--- config.mk ---
export PLATFORM = sky130hd
export DESIGN_NAME = tps_front
export DESIGN_NICKNAME = d
export VERILOG_FILES = /design/src/hdl/tps_pkg.sv /design/src/hdl/tps_front.sv
export SDC_FILE = /design/constraint.sdc
export NUM_CORES = 2
export LEC_CHECK = 0
export BUFFER_PORTS_ARGS = -buffer_cell sky130_fd_sc_hd__clkbuf_2
export CORE_AREA = 2 2 331 333
export DETAILED_ROUTE_END_ITERATION = 10
export DIE_AREA = 0 0 333 335
export PLACE_DENSITY = 0.72
export SYNTH_ARGS = -nofsm -noshare
export SYNTH_HDL_FRONTEND = slang
export SYNTH_SLANG_ARGS = --single-unit
--- constraint.sdc ---
create_clock -name i_clk -period 30.3 [get_ports i_clk]
set_input_delay 6.06 -clock i_clk [delete_from_list [all_inputs] [get_ports i_clk]]
set_output_delay 6.06 -clock i_clk [all_outputs]
set_load 0.01 [all_outputs]
--- src/hdl/tps_pkg.sv ---
// ----------------------------------------------------------------------------
// tps_pkg
// shared types, constants and edge setup for the triangle plane slice core
// ----------------------------------------------------------------------------
`default_nettype none

package tps_pkg;

    localparam int DIV_STEPS = 32;
    localparam int QUEUE_DEPTH = 4;
    localparam int NUM_LANES = 4;

    localparam logic [0:0] REG_SLICE_HEIGHT = 1'b0;

    typedef struct packed {
        logic [31:0] base;
        logic        neg;
        logic [31:0] mag;
        logic [31:0] t;
        logic [31:0] dz;
    } t_lane;

    typedef struct packed {
        t_lane [NUM_LANES-1:0] lane;
        logic                  crosses;
    } t_item;

    typedef struct packed {
        logic [31:0] base;
        logic        neg;
        logic [31:0] dz;
        logic [63:0] prod;
    } t_mul;

    typedef struct packed {
        logic [31:0] base;
        logic        neg;
        logic [31:0] dz;
        logic [31:0] rem;
        logic [31:0] nlo;
        logic [31:0] quo;
    } t_div;

    // one coordinate of an edge, low end taken by z
    function automatic t_lane edge_lane(
        input logic signed [31:0] lo_c,
        input logic signed [31:0] hi_c,
        input logic signed [31:0] lo_z,
        input logic signed [31:0] hi_z,
        input logic signed [31:0] h
    );
        t_lane            l;
        logic signed [32:0] d;
        logic signed [32:0] m;
        d = {hi_c[31], hi_c} - {lo_c[31], lo_c};
        m = d[32] ? -d : d;
        l.base = lo_c;
        l.neg  = d[32];
        l.mag  = m[31:0];
        l.t    = 32'(h - lo_z);
        l.dz   = 32'(hi_z - lo_z);
        return l;
    endfunction

endpackage

`default_nettype wire

--- src/hdl/tps_front.sv ---
// ----------------------------------------------------------------------------
// tps_front
// ranks the vertices by z, checks the crossing and sets up both edges
// ----------------------------------------------------------------------------
`default_nettype none

module tps_front import tps_pkg::*; (
    input  wire logic               i_clk,
    input  wire logic               i_rst_n,
    input  wire logic               i_valid,
    output logic                    o_stall,
    input  wire logic signed [31:0] i_height,
    input  wire logic signed [31:0] i_ax,
    input  wire logic signed [31:0] i_ay,
    input  wire logic signed [31:0] i_az,
    input  wire logic signed [31:0] i_bx,
    input  wire logic signed [31:0] i_by,
    input  wire logic signed [31:0] i_bz,
    input  wire logic signed [31:0] i_cx,
    input  wire logic signed [31:0] i_cy,
    input  wire logic signed [31:0] i_cz,
    output logic                    o_push,
    input  wire logic               i_full,
    output t_item                   o_item
);

    logic               r_fv;
    t_item              r_item;
    t_item              n_item;
    logic signed [31:0] vx [3];
    logic signed [31:0] vy [3];
    logic signed [31:0] vz [3];
    logic signed [31:0] zmin;
    logic signed [31:0] zmax;
    logic [1:0]         lo;
    logic [1:0]         hi;
    logic [1:0]         mid;
    logic               lo_set;
    logic               hi_set;
    logic [1:0]         pv;
    logic [1:0]         e2lo;
    logic [1:0]         e2hi;
    logic               accept;

    assign o_stall = r_fv && i_full;
    assign accept  = i_valid && !o_stall;
    assign o_push  = r_fv && !i_full;
    assign o_item  = r_item;

    always_comb begin
        vx[0] = i_ax; vy[0] = i_ay; vz[0] = i_az;
        vx[1] = i_bx; vy[1] = i_by; vz[1] = i_bz;
        vx[2] = i_cx; vy[2] = i_cy; vz[2] = i_cz;
        zmin = vz[0];
        zmax = vz[0];
        for (int i = 1; i < 3; i++) begin
            if (vz[i] < zmin) zmin = vz[i];
            if (vz[i] > zmax) zmax = vz[i];
        end
        lo = 2'd0; hi = 2'd0; mid = 2'd0;
        lo_set = 1'b0; hi_set = 1'b0;
        for (int i = 0; i < 3; i++) begin
            if (vz[i] == zmin && !lo_set) begin
                lo = 2'(i); lo_set = 1'b1;
            end else if (vz[i] == zmax && !hi_set) begin
                hi = 2'(i); hi_set = 1'b1;
            end else begin
                mid = 2'(i);
            end
        end
        n_item.crosses = (zmin < zmax) && (zmin <= i_height) && (i_height <= zmax);
        pv = (vz[mid] > i_height) ? lo : hi;
        // edge low end: pivot only when strictly lower than middle
        e2lo = (vz[pv] < vz[mid]) ? pv : mid;
        e2hi = (vz[pv] < vz[mid]) ? mid : pv;
        n_item.lane[0] = edge_lane(vx[lo], vx[hi], vz[lo], vz[hi], i_height);
        n_item.lane[1] = edge_lane(vy[lo], vy[hi], vz[lo], vz[hi], i_height);
        n_item.lane[2] = edge_lane(vx[e2lo], vx[e2hi], vz[e2lo], vz[e2hi], i_height);
        n_item.lane[3] = edge_lane(vy[e2lo], vy[e2hi], vz[e2lo], vz[e2hi], i_height);
    end

    always_ff @(posedge i_clk) begin
        if (!i_rst_n) begin
            r_fv <= 1'b0;
        end else if (accept) begin
            r_fv <= 1'b1;
        end else if (o_push) begin
            r_fv <= 1'b0;
        end
    end

    always_ff @(posedge i_clk) begin
        if (accept) begin
            r_item <= n_item;
        end
    end

endmodule

`default_nettype wire

* Yosys cells after proc, flatten, opt, wreduce, memory -nomap -nowiden
Cells that the tools add are included.
** Word-level totals
- Register bits :: 390
- Input port bits :: 324
- Output and inout bits :: 519
** Cells by class
- Add/sub/neg operators :: 12
- Order comparisons :: 15
- Equality and inequality tests :: 6
- Mux-type cells :: 71
- Bitwise gates (word level) :: 6
- Reduce and logical (&&, ||, !) cells :: 16
** Operator list (count)
- $mux 32 :: 36
- $bmux 32 s2 :: 14
- $eq 32x32->1 :: 6
- $sub 32x32->33 :: 4
- $lt 32x32->1 :: 4
- $neg 32->32 :: 4
- $sub 32x32->32 :: 4
- $gt 32x32->1 :: 3
- $le 32x32->1 :: 2
- $ge 3x3->1 const B :: 6
- $not 2->3 :: 6
- $mux 2 :: 8
- $mux 1 :: 13
- $logic_and 1x1->1 :: 9
- $logic_not 1->1 :: 6
- $reduce_bool 2->1 :: 1

* Logic depth before layout (Yosys ltp)
- Depth after elaboration :: 34
- Gate-level depth with buffers :: 100
- Mapped depth without buffers :: 90

* Worst setup path after synthesis
Ideal clock, no wire load.
- Path kind :: input to register
- Start point :: input port i_az[14]
- End point :: register r_item (netlist bit o_item[352]), data pin
- Arrival time :: 24.318 ns
- Data required time :: 30.034 ns
- Path slack :: 5.715 ns
- Cell stages on the path :: 95
- Path buffers :: 12
- Path through :: clkbuf_1 > inv_1 > ha_1 > a21oi_1 > nand2_1 > a21o_1 > o41ai_1 > and3_1 > buf_4 > buf_2 > buf_2 > mux2i_1 > ha_1 > a21o_1 > a21o_1 > a2111oi_0 > o21ai_1 > o21a_1 > [... 59 more ...] > a21oi_1 > o21bai_1 > a21oi_1 > o21bai_1 > a31o_2 > a41oi_1 > a21oi_1 > a41o_1 > o31a_1 > a41o_1 > o41ai_1 > o21ai_0 > a211oi_1 > mux2i_1 > inv_1 > clkbuf_1 > o21ai_0 > xnor2_1
** RTL lines
- start: declaration :: RTL line tps_front.sv:15 : input wire logic signed [31:0] i_az,
- end signal: assignment :: RTL line tps_front.sv:94 : r_item <= n_item;
- end: declaration :: RTL line tps_front.sv:28 : t_item r_item;

==> run_results.csv <==
group,metric,value,unit
outcome,status,"finished with violations",
outcome,violations,"capacitance limit",
placement,dp_hpwl,184700,um
clock_network,htree_levels,2,
grt,grt_max_degree,168,
yosys,synth-async-reset-ratio,0,%
timing,drv_slew,0,
critical_path,start_kind,"primary input",
timing,fmax,0.03560,GHz
routing,vias,50490,
critical_path,cp_max_fo,78,
yosys,synth_edf_count,389,
placement,dp_cells,7971,
critical_path,worstSetupEndpointType,"flip-flop",
die,start_util,44.07,%
clock_network,ctsHoldBuffers,0,
yosys,yosys_warnings,0,
die,core_area,108100,um2
yosys,syn_inst,6019,
hold_path,hp-class,"reg2reg",
critical_path,required,30660,ps
timing,hold_viol,0,
clock_network,numCtsBuffers,46,
yosys,ys.flop_type,"edfxtp_1",
timing,setup-tns-final,0,ps
critical_path,critPathMaxStageDelay,810,ps
clock_network,cts_max_path_buffers,3,
routing,routed_wl,231300,um
clock_network,cts_setup_buffers,0,
yosys,netlist_area,47640,um2
clock_network,cts_sinks,390,
yosys,synth_top_area_share,24.52,%
yosys,yosysSeqAreaShare,24.56,%
clock_network,ctsResizeCount,0,
clock_network,clk_pin_slew_worst_paths,70,ps
yosys,synth.most_common_cell,"nand2_1",
yosys,synth_common_cells,"nand2_1, nor2_1, o21ai_0",
timing,finalCriticalPeriod,28090,ps
clock_network,cts-root-buf,"clkbuf_16",
timing,worst_pin_slew,1452,ps
clock_network,clock_latency,650,ps
die,io_pins,843,
clock_network,cts_tree,"yes",
yosys,synth.net_count,6862,
routing,via_per_inst,6.248,
yosys,yosys-top-cells-area,"edfxtp_1, ha_1, mux2i_1",
timing,skew,61.04,ps
timing,relSlewSlack,2.288,%
yosys,yosysTopAreaCell,"edfxtp_1",
critical_path,r2r_cells,5,
yosys,yosysUniqueCellTypes,91,
critical_path,cp.arrival,28450,ps
timing,rsz0062_at_grt,"false",
critical_path,criticalPathCategory,"in2reg",
hold_path,hold_depth,2,
final_layout,drive_above_1_share,17.01,%
placement,place_worst_setup_slack,2440,ps
critical_path,r2r_slack,25830,ps
routing,wire_per_inst,28.62,um
routing,drtAntennaViolNets,0,
final_layout,fin_cells,8081,
yosys,avgSynthCellArea,7.914,um2
grt,grt-ovfl-total,0,
placement,io_buffers,842,
die,die_h,335,um
grt,grt_pass1_vias,46020,
timing,finalSetupViolations,0,
routing,drc,0,
timing,final.setup.worst_slack,2206,ps
routing,drt_pass1_iterations,7,
timing,fin_crit_sh,92.72,%
final_layout,area_growth,13.84,%
critical_path,critPathSlowestCell,"a211oi_4",
routing,drt_iter0_drc,6648,
die,rows,121,
grt,antenna_found_initial,41,
placement,place_congestion,1.054,
die,die_x,333,um
final_layout,final_nets,7448,
grt,grt_usage,39.35,%
yosys,ys_seq_elements,390,
die,die_area,111600,um2
timing,holdWs,742.3,ps
run,max-cap-violations,1,
grt,grt_pass1_wl,321400,um
==> registers in the layout, summed over array words and instances (netlist names) <==
signal / flops
o_item: 389
r_fv: 1
==> cell type report <==
| type | count | area, um2 |
|---|---|---|
| diodes | 28 | 70.07 |
| clock buffers | 53 | 1177 |
| clock inverters | 29 | 320.3 |
| fillers | 10540 | 53870 |
| inverters | 402 | 1509 |
| multi-input cells | 4794 | 32430 |
| flip-flops and latches | 390 | 11700 |
| well taps | 1414 | 1769 |
| repair buffers | 971 | 5258 |
==> critical path: cells and delay by family <==
kind | cells | cell delay (ps)
AO/OA/AOI/OAI | 44 | 10870
XOR/XNOR | 3 | 400
adder cells (fa/ha/maj) | 6 | 1870
buffers and inverters | 7 | 2490
multiplexers | 2 | 810
AND/OR/NAND/NOR | 26 | 5800
==> cell usage in the layout (no fill, tap or decap), types with 103 or more instances in the layout <==
cell type and n:
ha_1 511, nand2_1 617, edfxtp_1 389, mux2i_1 367, buf_4 123, a21oi_1 432
clkbuf_2 842, inv_1 399, xor2_1 103, xnor2_1 265, nor2_1 592, a21o_1 192
nor3_1 103, o21ai_0 590, nand3_1 104
==> cells by family (layout without fill, tap and decap cells) <==
kind of cell             after synthesis  count (layout)  synth area share (%)
AND/OR/NAND/NOR                     1883            1883                 18.12
AO/OA/AOI/OAI                       1626            1626                 20.64
buffers and inverters                835            1455                 7.685
adder cells (fa/ha/maj)              519             519                 13.76
multiplexers                         398             398                 8.468
flip-flops                           390             390                 24.56
XOR/XNOR                             368             368                 6.766
other                                  0              28                     0
==> final timing paths <==
path	startpoint	endpoint
setup / recovery	i_bz[0]	o_item[483]
hold / removal	r_fv	r_fv
setup reg to reg	r_fv	o_item[271]
hold reg to reg	r_fv	r_fv
==> per-layer routing <==
layer	global-route usage, %	vias to the layer above	wire length [um]
li1	-	22580	-
met1	52.85	23810	93100
met2	56.88	3384	95550
met3	10.63	698	28210
met4	21.99	16	14350
met5	0	-	96
==> per-stage QoR <==
step | cell area, um2 | utilization [%]
6_report | 54230 | 50.17
5_1_grt | 54220 | 50.16
4_1_cts | 54160 | 50.10
3_5_place_dp | 52660 | 48.72
3_3_place_gp | 52660 | 48.72
2_1_floorplan | 47640 | -
Power is left out: the tool's default activity adds up to more than one toggle a clock period on the data nets, which glitch-free logic cannot reach.
