[config.mk]
export PLATFORM = sky130hd
export DESIGN_NAME = tps_queue
export DESIGN_NICKNAME = d
export VERILOG_FILES = /design/src/hdl/tps_pkg.sv /design/src/hdl/tps_queue.sv
export SDC_FILE = /design/constraint.sdc
export NUM_CORES = 1
export LEC_CHECK = 0
export BUFFER_PORTS_ARGS = -buffer_cell sky130_fd_sc_hd__buf_2
export CORE_AREA = 4 4 397 399
export CTS_BUF_LIST = sky130_fd_sc_hd__clkbuf_4 sky130_fd_sc_hd__clkbuf_8
export CTS_CLUSTER_SIZE = 12
export DETAILED_ROUTE_END_ITERATION = 8
export DIE_AREA = 0 0 401 403
export GPL_TIMING_DRIVEN = 0
export PLACE_DENSITY = 0.69
export SETUP_SLACK_MARGIN = 0.05
export SLEW_MARGIN = 20
export SYNTH_ARGS = -nofsm -noshare
export SYNTH_HDL_FRONTEND = slang
export SYNTH_SLANG_ARGS = --single-unit
[constraint.sdc]
create_clock -name i_clk -period 40.7 [get_ports i_clk]
set_clock_uncertainty 0.05 [all_clocks]
set_input_delay 6.105 -clock i_clk [delete_from_list [all_inputs] [get_ports i_clk]]
set_output_delay 6.105 -clock i_clk [all_outputs]
set_load 0.02 [all_outputs]
[src/hdl/tps_pkg.sv]
// ----------------------------------------------------------------------------
// tps_pkg
// shared types, constants and edge setup for the triangle plane slice core
// ----------------------------------------------------------------------------
`default_nettype none

package tps_pkg;

    localparam int DIV_STEPS = 32;
    localparam int QUEUE_DEPTH = 4;
    localparam int NUM_LANES = 4;

    localparam logic [0:0] REG_SLICE_HEIGHT = 1'b0;

    typedef struct packed {
        logic [31:0] base;
        logic        neg;
        logic [31:0] mag;
        logic [31:0] t;
        logic [31:0] dz;
    } t_lane;

    typedef struct packed {
        t_lane [NUM_LANES-1:0] lane;
        logic                  crosses;
    } t_item;

    typedef struct packed {
        logic [31:0] base;
        logic        neg;
        logic [31:0] dz;
        logic [63:0] prod;
    } t_mul;

    typedef struct packed {
        logic [31:0] base;
        logic        neg;
        logic [31:0] dz;
        logic [31:0] rem;
        logic [31:0] nlo;
        logic [31:0] quo;
    } t_div;

    // one coordinate of an edge, low end taken by z
    function automatic t_lane edge_lane(
        input logic signed [31:0] lo_c,
        input logic signed [31:0] hi_c,
        input logic signed [31:0] lo_z,
        input logic signed [31:0] hi_z,
        input logic signed [31:0] h
    );
        t_lane            l;
        logic signed [32:0] d;
        logic signed [32:0] m;
        d = {hi_c[31], hi_c} - {lo_c[31], lo_c};
        m = d[32] ? -d : d;
        l.base = lo_c;
        l.neg  = d[32];
        l.mag  = m[31:0];
        l.t    = 32'(h - lo_z);
        l.dz   = 32'(hi_z - lo_z);
        return l;
    endfunction

endpackage

`default_nettype wire

[src/hdl/tps_queue.sv]
// ----------------------------------------------------------------------------
// tps_queue
// short queue between the front and back parts
// ----------------------------------------------------------------------------
`default_nettype none

module tps_queue import tps_pkg::*; (
    input  wire logic  i_clk,
    input  wire logic  i_rst_n,
    input  wire logic  i_push,
    input  wire t_item i_item,
    output logic       o_full,
    input  wire logic  i_pop,
    output logic       o_empty,
    output t_item      o_item
);

    localparam int AW = $clog2(QUEUE_DEPTH);

    t_item         r_mem [QUEUE_DEPTH];
    logic [AW-1:0] r_wp;
    logic [AW-1:0] r_rp;
    logic [AW:0]   r_cnt;
    logic          do_push;
    logic          do_pop;

    assign o_full  = (r_cnt == (AW+1)'(QUEUE_DEPTH));
    assign o_empty = (r_cnt == '0);
    assign o_item  = r_mem[r_rp];
    assign do_push = i_push && !o_full;
    assign do_pop  = i_pop && !o_empty;

    always_ff @(posedge i_clk) begin
        if (!i_rst_n) begin
            r_wp  <= '0;
            r_rp  <= '0;
            r_cnt <= '0;
        end else begin
            if (do_push) r_wp <= r_wp + 1'b1;
            if (do_pop) r_rp <= r_rp + 1'b1;
            if (do_push && !do_pop) r_cnt <= r_cnt + 1'b1;
            else if (do_pop && !do_push) r_cnt <= r_cnt - 1'b1;
        end
    end

    always_ff @(posedge i_clk) begin
        if (do_push) begin
            r_mem[r_wp] <= i_item;
        end
    end

endmodule

`default_nettype wire

Word-level counts from Yosys, hierarchy flattened
Memory sizes are Yosys's and may differ from the RTL's. A register that Yosys moved wholly into a read port is not among the register bits.
Cells that the tools add are included.

storage, ports and cells
  memories = 1
  output and inout port bits = 519
  bits of input ports = 521
  bits in latches = 0
  flip-flop bits (word level) = 7
  memory bits (read-only) = 0
  memory bits (writable) = 2068

memory list
  memory  depth  bits a word  read ports  clocked after memory_dff  write ports  line             text
  r_mem   4      517          1           1                         1            tps_queue.sv:20  t_item r_mem [QUEUE_DEPTH];

cells by class
  multiplexer cells = 6
  div/mod/pow operators = 0
  reduce and logical (&&, ||, !) cells = 10
  order comparisons = 0
  equality and inequality tests = 1
  $mul = 0
  add/sub/neg operators = 4
  bitwise operators = 0
  shift-type cells = 0

operator list
  operator                                                            number
  3-bit 2-to-1 mux                                                    2
  2-bit by 1-bit adder with 2-bit output, second input constant       2
  1-bit logical AND                                                   4
  1-bit zero test                                                     4
  2-bit 2-to-1 mux                                                    2
  3-bit by 1-bit adder with 3-bit output, second input constant       1
  3-bit == test, second input constant                                1
  3-bit zero test                                                     1
  3-bit by 1-bit subtractor with 3-bit output, second input constant  1
  1-bit 2-to-1 mux                                                    2
  2-bit nonzero test                                                  1

Logic depth before layout (Yosys ltp)
Gate-level depths: netlist of the first run.

  depth after elaboration = 7
  depth in mapped cells = 9

Worst setup path after synthesis of the first run
Ideal clock, no wire load.

  path kind = input port to flip-flop
  start point = in i_push
  end point = mem r_mem[0][0] in the netlist's numbering, enable pin
  slack = 21.541 ns
  library setup time = 0.949 ns
  stages on the path = 3
  buffers on the path = 1
  required time = 39.701 ns
  arrival time = 18.160 ns
  cells stage by stage = nor2b_1 -> clkbuf_1 -> and2_1

between the ends
  longest elaborated chain between the ends = 3

RTL lines
  element                                 line             text
  from (decl)                             tps_queue.sv:10  input wire logic i_push,
  1-bit logical AND                       tps_queue.sv:30  assign do_push = i_push && !o_full;
  named net do_push                       tps_queue.sv:24  logic do_push;
  1-bit 2-to-1 mux                        tps_queue.sv:47  if (do_push) begin
  1-bit 2-to-1 mux (implied by the code)  tps_queue.sv:48  r_mem[r_wp] <= i_item;
  to (decl)                               tps_queue.sv:20

The timed path passes the listed nets, and every way through them passes these cells.

==> impl_metrics.py, run 1 <==
metrics = {
    "status": {
        "status": "finished clean",
    },
    "global_routing": {
        "overflow": 0,
        "grt_util_all_layers_pct": 21.5,
        "grt_pass1_vias": 37112,
        "antenna_found_initial": 119,
        "grt_max_degree": 48,
        "grt_pass1_wl_um": 252000,
    },
    "drt": {
        "drc": 0,
        "drt_wl_total_um": 176000,
        "vias": 35465,
        "dr.pass1.iters": 5,
        "routed_via_density": 5.43,
        "ant_nets": 0,
        "routedWlPerCell_um": 27.0,
        "drt_iter0_drc": 3034,
    },
    "synth": {
        "synth_top_flop_cell": "edfxtp_1",
        "yosysMostFrequentCell": "edfxtp_1",
        "synth_top_area_cell": "edfxtp_1",
        "synthTopCellsByArea": "edfxtp_1 (83%), mux4_2 (16%), buf_2 (0.38%)",
        "syn_avg_cell_area_um2": 27.3,
        "synth-async-reset-ratio_pct": 0,
        "yosysUniqueCellTypes": 24,
        "netlist_area_um2": 74900,
        "ys_warn_count": 0,
        "ys_seq_area_share_pct": 83.1,
        "yosysTopAreaCellShare_pct": 82.9,
        "ys_ff_latch": 2077,
        "syn-num-nets": 3276,
        "netlist_top_cells_count": "edfxtp_1 (2068), mux4_2 (517), buf_2 (57)",
        "synth_edf_count": 2068,
        "netlist_instances": 2749,
    },
    "power_and_ir_drop": {
        "p_per_area_nw_per_um2": 65.7,
        "vdd_drop_max_mv": 0.0429,
        "p_clk_share_pct": 28.0,
        "switching_power_uw": 1810,
        "switching_share_pct": 30.4,
        "p_leak_uw": 0.0303,
        "pwr-share-comb_pct": 27.5,
        "p_int_uw": 4130,
        "p_seq_share_pct": 44.4,
    },
    "run": {
        "drv_cap": 0,
    },
    "sta": {
        "whs_ns": 0.454,
        "tightest_slew_ns": 1.04,
        "setup_tns_ns": 0,
        "period_minus_slack_ns": 9.77,
        "finalSetupViolCount": 0,
        "drv_slew": 0,
        "hold_viol": 0,
        "fin_crit_sh_pct": 24.0,
        "relSlewSlack_pct": 31.0,
        "fmax_ghz": 0.102,
        "rsz0062_at_grt": "no",
    },
    "critical_path": {
        "critPathArrivalTime_ns": 3.61,
        "required_ns": 34.54,
        "critPathMaxFanout": 10,
        "end_kind": "primary output",
        "cp-start-kind": "flip-flop",
        "crit_type": "reg -> out",
    },
    "clock_network": {
        "numCtsBuffers": 340,
        "cts_resized": 0,
        "clk_pin_slew_ns": 0.06,
        "root_buffer": "clkbuf_8",
        "cts.sinks": 2077,
        "clock_latency_ns": 0.96,
        "cts.hold.buffers_added": 0,
        "clockBufferDepth": 4,
        "htreeDepth": 5,
        "cts_setup_buffers": 0,
        "tritoncts": "yes",
    },
    "place": {
        "post_dp_cell_area_um2": 84000,
        "dp_hpwl_um": 121000,
        "gp_congestion": 0.788,
        "dp.cells": 5884,
        "portBuffers": 1038,
    },
    "cells_and_area": {
        "drive_above_1_share_pct": 49.6,
        "fill_cells": 10929,
        "layout.nets": 4709,
        "syn_to_final_growth_pct": 20.6,
        "instances_no_fill": 6533,
        "finalInstanceArea_um2": 90300,
    },
    "die": {
        "initial_core_util_pct": 48.7,
        "die_x_um": 401,
        "io_pins": 1040,
        "core_um2": 154000,
        "die_y_um": 403,
        "fp.dieArea_um2": 162000,
        "rows": 144,
    },
    "worst_hold_path": {
        "hold_path_class": "reg -> reg",
    },
}
layout by cell type (no fill, tap or decap), types with 2 or more instances in the layout:
master	Yosys	routed
and2_4	0	4
clkbuf_1	13	13
nor2b_1	2	2
inv_1	3	3
clkinvlp_4	0	6
clkinv_2	0	42
mux2i_1	3	3
inv_6	0	4
and2_1	8	4
mux4_2	517	517
edfxtp_1	2068	2068
buf_12	0	19
buf_1	12	12
bufinv_16	0	5
buf_4	20	20
clkinv_1	0	91
xnor2_1	3	3
buf_6	16	16
nand2_1	4	4
ha_1	5	5
buf_2	57	1095
clkbuf_4	0	84
clkbuf_8	0	346
buf_16	0	34
dfxtp_1	9	9
diode_2	0	71
registers in the layout (all words and copies together), names as in the netlist, named ones only:
register / count
r_cnt: 3
r_mem: 2068
r_rp: 2
r_wp: 2
power groups by stage:
stage                     clock network, uW  registers [uW]  logic, uW
after floorplan                           0            2800       1030
after global placement                    0            2910       1610
after detailed placement                  0            2680       1660
after CTS                              1710            2640       1670
after global routing                   1820            2650       1720
final                                  1660            2640       1630
final cells by class:
type | instances | area [um^2] | area share, %
Antenna cell | 71 | 178 | 0.197
Buffer | 118 | 709 | 0.785
Clock buffer | 430 | 5390 | 5.97
Clock inverter | 148 | 782 | 0.866
Inverter | 3 | 11.3 | 0.0125
Multi-Input combinational cell | 551 | 11900 | 13.2
Sequential cell | 2077 | 62300 | 68.9
Tap cell | 2044 | 2560 | 2.83
Timing Repair Buffer | 1091 | 6510 | 7.21
routing by layer:
layer	up-vias	global-route usage [%]	routed length (um)
met1	18344	25.4	61600
met2	1536	34.3	87900
met3	445	9.06	18700
met5	-	0	469
li1	15066	-	-
met4	74	10.4	7790
metrics by stage:
step | power [uW] | setup WS [ns] | util [%]
3_5_place_dp | 4340 | 31.43 | 54.6
6_report | 5930 | 30.93 | 58.7
4_1_cts | 6010 | 30.63 | 58.6
5_1_grt | 6190 | 30.61 | 58.7
3_3_place_gp | 4520 | 11.79 | 53.7
2_1_floorplan | 3820 | 21.54 | -
worst max-delay path, cell delays in order, from the launching register on:
cell,delay [ns]
dfxtp_1,0.30
buf_2,0.18
buf_2,0.53
clkbuf_1,0.63
buf_2,0.42
mux4_2,0.42
buf_2,0.19
final timing paths:
| kind | cells past startpoint | from | slack (ns) | to |
|---|---|---|---|---|
| worst max-delay path | 6 | flip-flop | 30.93 | o_item[426] |
| worst min-delay path | 2 | r_wp[0] | 0.45 | r_wp[0] |
| worst max register to register | 10 | r_cnt[0] | 37.10 | r_mem[2][379] |
| worst min register to register | 2 | r_wp[0] | 0.45 | r_wp[0] |
kinds of logic after synthesis:
logic type               count (synthesis)  share of synthesized area [%]
AO/OA/AOI/OAI                            4                         0.0384
buffers and inverters                  121                          0.962
multiplexers                           520                           15.6
flip-flops                            2077                           83.1
XOR/XNOR                                 4                         0.0468
adder cells (fa/ha/maj)                  6                          0.110
AND/OR/NAND/NOR                         17                          0.129
Power figures use the tool's default switching activity.
==> inputs of run 2 (changes only) <==
--- a/config.mk
+++ b/config.mk
@@ -5,14 +5,15 @@
 export SDC_FILE = /design/constraint.sdc
 export NUM_CORES = 1
 export LEC_CHECK = 0
+export ABC_AREA = 1
 export BUFFER_PORTS_ARGS = -buffer_cell sky130_fd_sc_hd__buf_2
-export CORE_AREA = 4 4 397 399
+export CORE_AREA = 4 4 405 407
 export CTS_BUF_LIST = sky130_fd_sc_hd__clkbuf_4 sky130_fd_sc_hd__clkbuf_8
 export CTS_CLUSTER_SIZE = 12
 export DETAILED_ROUTE_END_ITERATION = 8
-export DIE_AREA = 0 0 401 403
+export DIE_AREA = 0 0 409 411
 export GPL_TIMING_DRIVEN = 0
-export PLACE_DENSITY = 0.69
+export PLACE_DENSITY = 0.71
 export SETUP_SLACK_MARGIN = 0.05
 export SLEW_MARGIN = 20
 export SYNTH_ARGS = -nofsm -noshare
==> constraint.sdc (replaced) <==
create_clock -name i_clk -period 7.9 [get_ports i_clk]
set_clock_uncertainty 0.05 [all_clocks]
set_input_delay 1.185 -clock i_clk [delete_from_list [all_inputs] [get_ports i_clk]]
set_output_delay 1.185 -clock i_clk [all_outputs]
set_load 0.02 [all_outputs]
==> run 2 against run 1 <==
Compared with the run above: synthesized cell count is 84% higher; area after synthesis is 2.2% higher; hold slack worse by 0.17 ns; via count is 45% higher; sequential cell count stayed put; die area is 4.0% higher; first-iteration DRC count is 99% higher; non-clock buffer count is 286 higher; sequential power grew to 5.2 times the previous value; core utilization is 0.21 points lower; sequential share of layout area is 2.5 points lower; design area is 3.8% higher; critical path type unchanged; critical endpoint is now o_item[161]; largest cell class unchanged.
==> impl_metrics.py, run 2 <==
metrics = {
    "clock_network": {
        "cts_resized": 0,
        "clock_latency_ns": 1.04,
        "numCtsBuffers": 341,
        "tritoncts": "yes",
        "htreeDepth": 5,
        "clockBufferDepth": 4,
        "cts.hold.buffers_added": 0,
        "cts_setup_buffers": 0,
        "root_buffer": "clkbuf_8",
        "cts.sinks": 2077,
        "clk_pin_slew_ns": 0.06,
    },
    "synth": {
        "synthTopCellsByArea": "edfxtp_1 (81%), o21ai_0 (6.6%), nor2_1 (5.1%)",
        "ys_warn_count": 0,
        "netlist_instances": 5068,
        "syn-num-nets": 5595,
        "synth-async-reset-ratio_pct": 0,
        "yosysMostFrequentCell": "edfxtp_1",
        "netlist_area_um2": 76600,
        "synth_top_flop_cell": "edfxtp_1",
        "synth_top_area_cell": "edfxtp_1",
        "netlist_top_cells_count": "edfxtp_1 (2068), nor2_1 (1048), o21ai_0 (1005)",
        "yosysTopAreaCellShare_pct": 81.1,
        "ys_seq_area_share_pct": 81.3,
        "syn_avg_cell_area_um2": 15.1,
        "yosysUniqueCellTypes": 20,
        "synth_edf_count": 2068,
        "ys_ff_latch": 2077,
    },
    "status": {
        "status": "finished clean",
    },
    "die": {
        "fp.dieArea_um2": 168000,
        "core_um2": 160000,
        "die_x_um": 409,
        "die_y_um": 411,
        "rows": 147,
        "io_pins": 1040,
        "initial_core_util_pct": 47.8,
    },
    "sta": {
        "rsz0062_at_grt": "no",
        "drv_slew": 0,
        "hold_viol": 0,
        "fin_ws_ns": 2.41,
        "period_minus_slack_ns": 5.49,
        "finalSetupViolCount": 0,
        "fmax_ghz": 0.182,
        "fin_crit_sh_pct": 69.5,
        "relSlewSlack_pct": 22.4,
        "tightest_slew_ns": 1.16,
    },
    "cells_and_area": {
        "regMostFlops": "r_mem",
        "final_common_cell": "edfxtp_1",
        "reg.largest.list": "r_mem (2068), r_cnt (3)",
        "syn_to_final_growth_pct": 22.4,
        "drive_above_1_share_pct": 26.2,
        "final_cell_mix": "edfxtp_1 (2068), buf_2 (1109), nor2_1 (1044)",
        "largest_reg_flops": 2068,
        "instances_no_fill": 9071,
        "finalInstanceArea_um2": 93700,
        "layout.nets": 7090,
    },
    "critical_path": {
        "crit_type": "reg -> out",
        "cp_slowest_stage_delay_ns": 0.69,
        "path_cells": "inv_2, clkbuf_1, clkbuf_1, o21ai_0, o22ai_1, buf_2",
        "cp-start-kind": "flip-flop",
        "worst-path-buf-inv": 4,
        "cp_common_cell": "clkbuf_1",
        "critPathMaxFanout": 10,
        "critPathTopFamily": "buffers and inverters",
        "critPathArrivalTime_ns": 4.26,
        "required_ns": 6.66,
        "r2r-start": "r_cnt[0]",
        "end_kind": "primary output",
        "crit_slowest_cell": "clkbuf_1",
    },
    "power_and_ir_drop": {
        "switching_power_uw": 11400,
        "vdd_drop_max_mv": 0.224,
        "p_leak_uw": 0.0327,
        "pwr-share-comb_pct": 30.2,
        "p_per_area_nw_per_um2": 342,
        "switching_share_pct": 35.5,
        "p_seq_share_pct": 42.4,
        "p_clk_share_pct": 27.4,
        "p_int_uw": 20700,
    },
    "place": {
        "portBuffers": 1039,
        "dp.cells": 8380,
        "post_dp_cell_area_um2": 87200,
        "pre_cts_ws_ns": 3.29,
        "gp_congestion": 0.901,
        "dp_hpwl_um": 166000,
    },
    "drt": {
        "vias": 51558,
        "drt_iter0_drc": 6033,
        "drt_wl_total_um": 239000,
        "ant_nets": 0,
        "routed_via_density": 5.68,
        "drc": 0,
        "dr.pass1.iters": 6,
        "routedWlPerCell_um": 26.3,
    },
    "global_routing": {
        "grt_pass1_vias": 49420,
        "overflow": 0,
        "grt_util_all_layers_pct": 27.2,
        "grt_pass1_wl_um": 334000,
        "grt_max_degree": 25,
        "antenna_found_initial": 143,
    },
    "worst_hold_path": {
        "hold_path_class": "in -> reg",
        "worstHoldStart": "i_item[5]",
    },
    "run": {
        "drv_cap": 0,
    },
}
==> run 2: cell count changes after synthesis, moves of 22 or more <==
cell | before | now
buf_6 | 16 | 38
clkbuf_1 | 13 | 222
mux4_2 | 517 | 0
nor2_1 | 0 | 1048
o21ai_0 | 1 | 1005
o21ai_1 | 0 | 30
o22ai_1 | 0 | 517
==> run 2: path summary, 6_finish.rpt <==
check / endpoint / slack, ns / cells past startpoint
hold / removal: r_mem[2][5] / 0.29 / 1
setup reg to reg: r_mem[1][391] / 4.53 / 12
setup / recovery: o_item[161] / 2.41 / 6
hold reg to reg: r_rp[0] / 0.46 / 2
==> run 2: metal layers <==
metal / part of all wire [%] / track usage, % / routed length, um / vias to the layer above
li1: - / - / - / 22488
met1: 34 / 31.7 / 81600 / 25363
met2: 49 / 44.1 / 116000 / 3035
met3: 12 / 9.56 / 27600 / 618
met4: 5.4 / 15.1 / 13000 / 54
met5: 0.14 / 0 / 333 / -
==> run 2: worst register-to-register path: stages, from the launching register on <==
cell,delay (ns)
dfxtp_1,0.39
nor2_1,0.08
nand2_1,0.21
nand2_8,0.12
nor2_4,0.52
buf_16,0.26
buf_16,0.18
buf_12,0.21
buf_12,0.22
buf_16,0.19
buf_16,0.20
buf_12,0.20
buf_16,0.20
==> run 2: cell type report <==
class                   instances  area [um^2]
fillers                     12114        66500
flip-flops and latches       2077        62300
multi-input cells            2630        12600
repair buffers               1152         7890
clock buffers                 451         5540
well taps                    2160         2700
plain buffers                 343         1710
clock inverters               117          652
diodes                        123          308
inverters                      18         72.6
==> run 2: power by group through the flow <==
stage                     Sequential, uW  Clock [uW]  Combinational, uW
after floorplan                    14100           0               5000
after detailed placement           13800           0               9630
after CTS                          13600        8900               9660
final                              13600        8790               9680
after global placement             14400           0               9060
after global routing               13700        9430              10200
==> run 2: logic make-up (layout without fill, tap and decap cells) <==
kind of cell / after synthesis / after routing / share of synthesized area, %
AO/OA/AOI/OAI: 1555 / 1555 / 11.0
XOR/XNOR: 1 / 1 / 0.0114
adder cells (fa/ha/maj): 6 / 6 / 0.108
buffers and inverters: 361 / 2081 / 2.33
flip-flops: 2077 / 2077 / 81.3
other: 0 / 123 / 0
AND/OR/NAND/NOR: 1068 / 1068 / 5.24
==> run 2: metrics by stage <==
step	util (%)	total power (uW)	hold slack, ns	setup TNS [ns]
4_1_cts	58.3	32200	0.147	0
2_1_floorplan	-	19100	0.415	-3115.30
3_5_place_dp	54.5	23400	0.450	0
5_1_grt	58.4	33300	0.205	0
6_report	58.5	32100	0.288	0
3_3_place_gp	52.8	23500	0.431	-
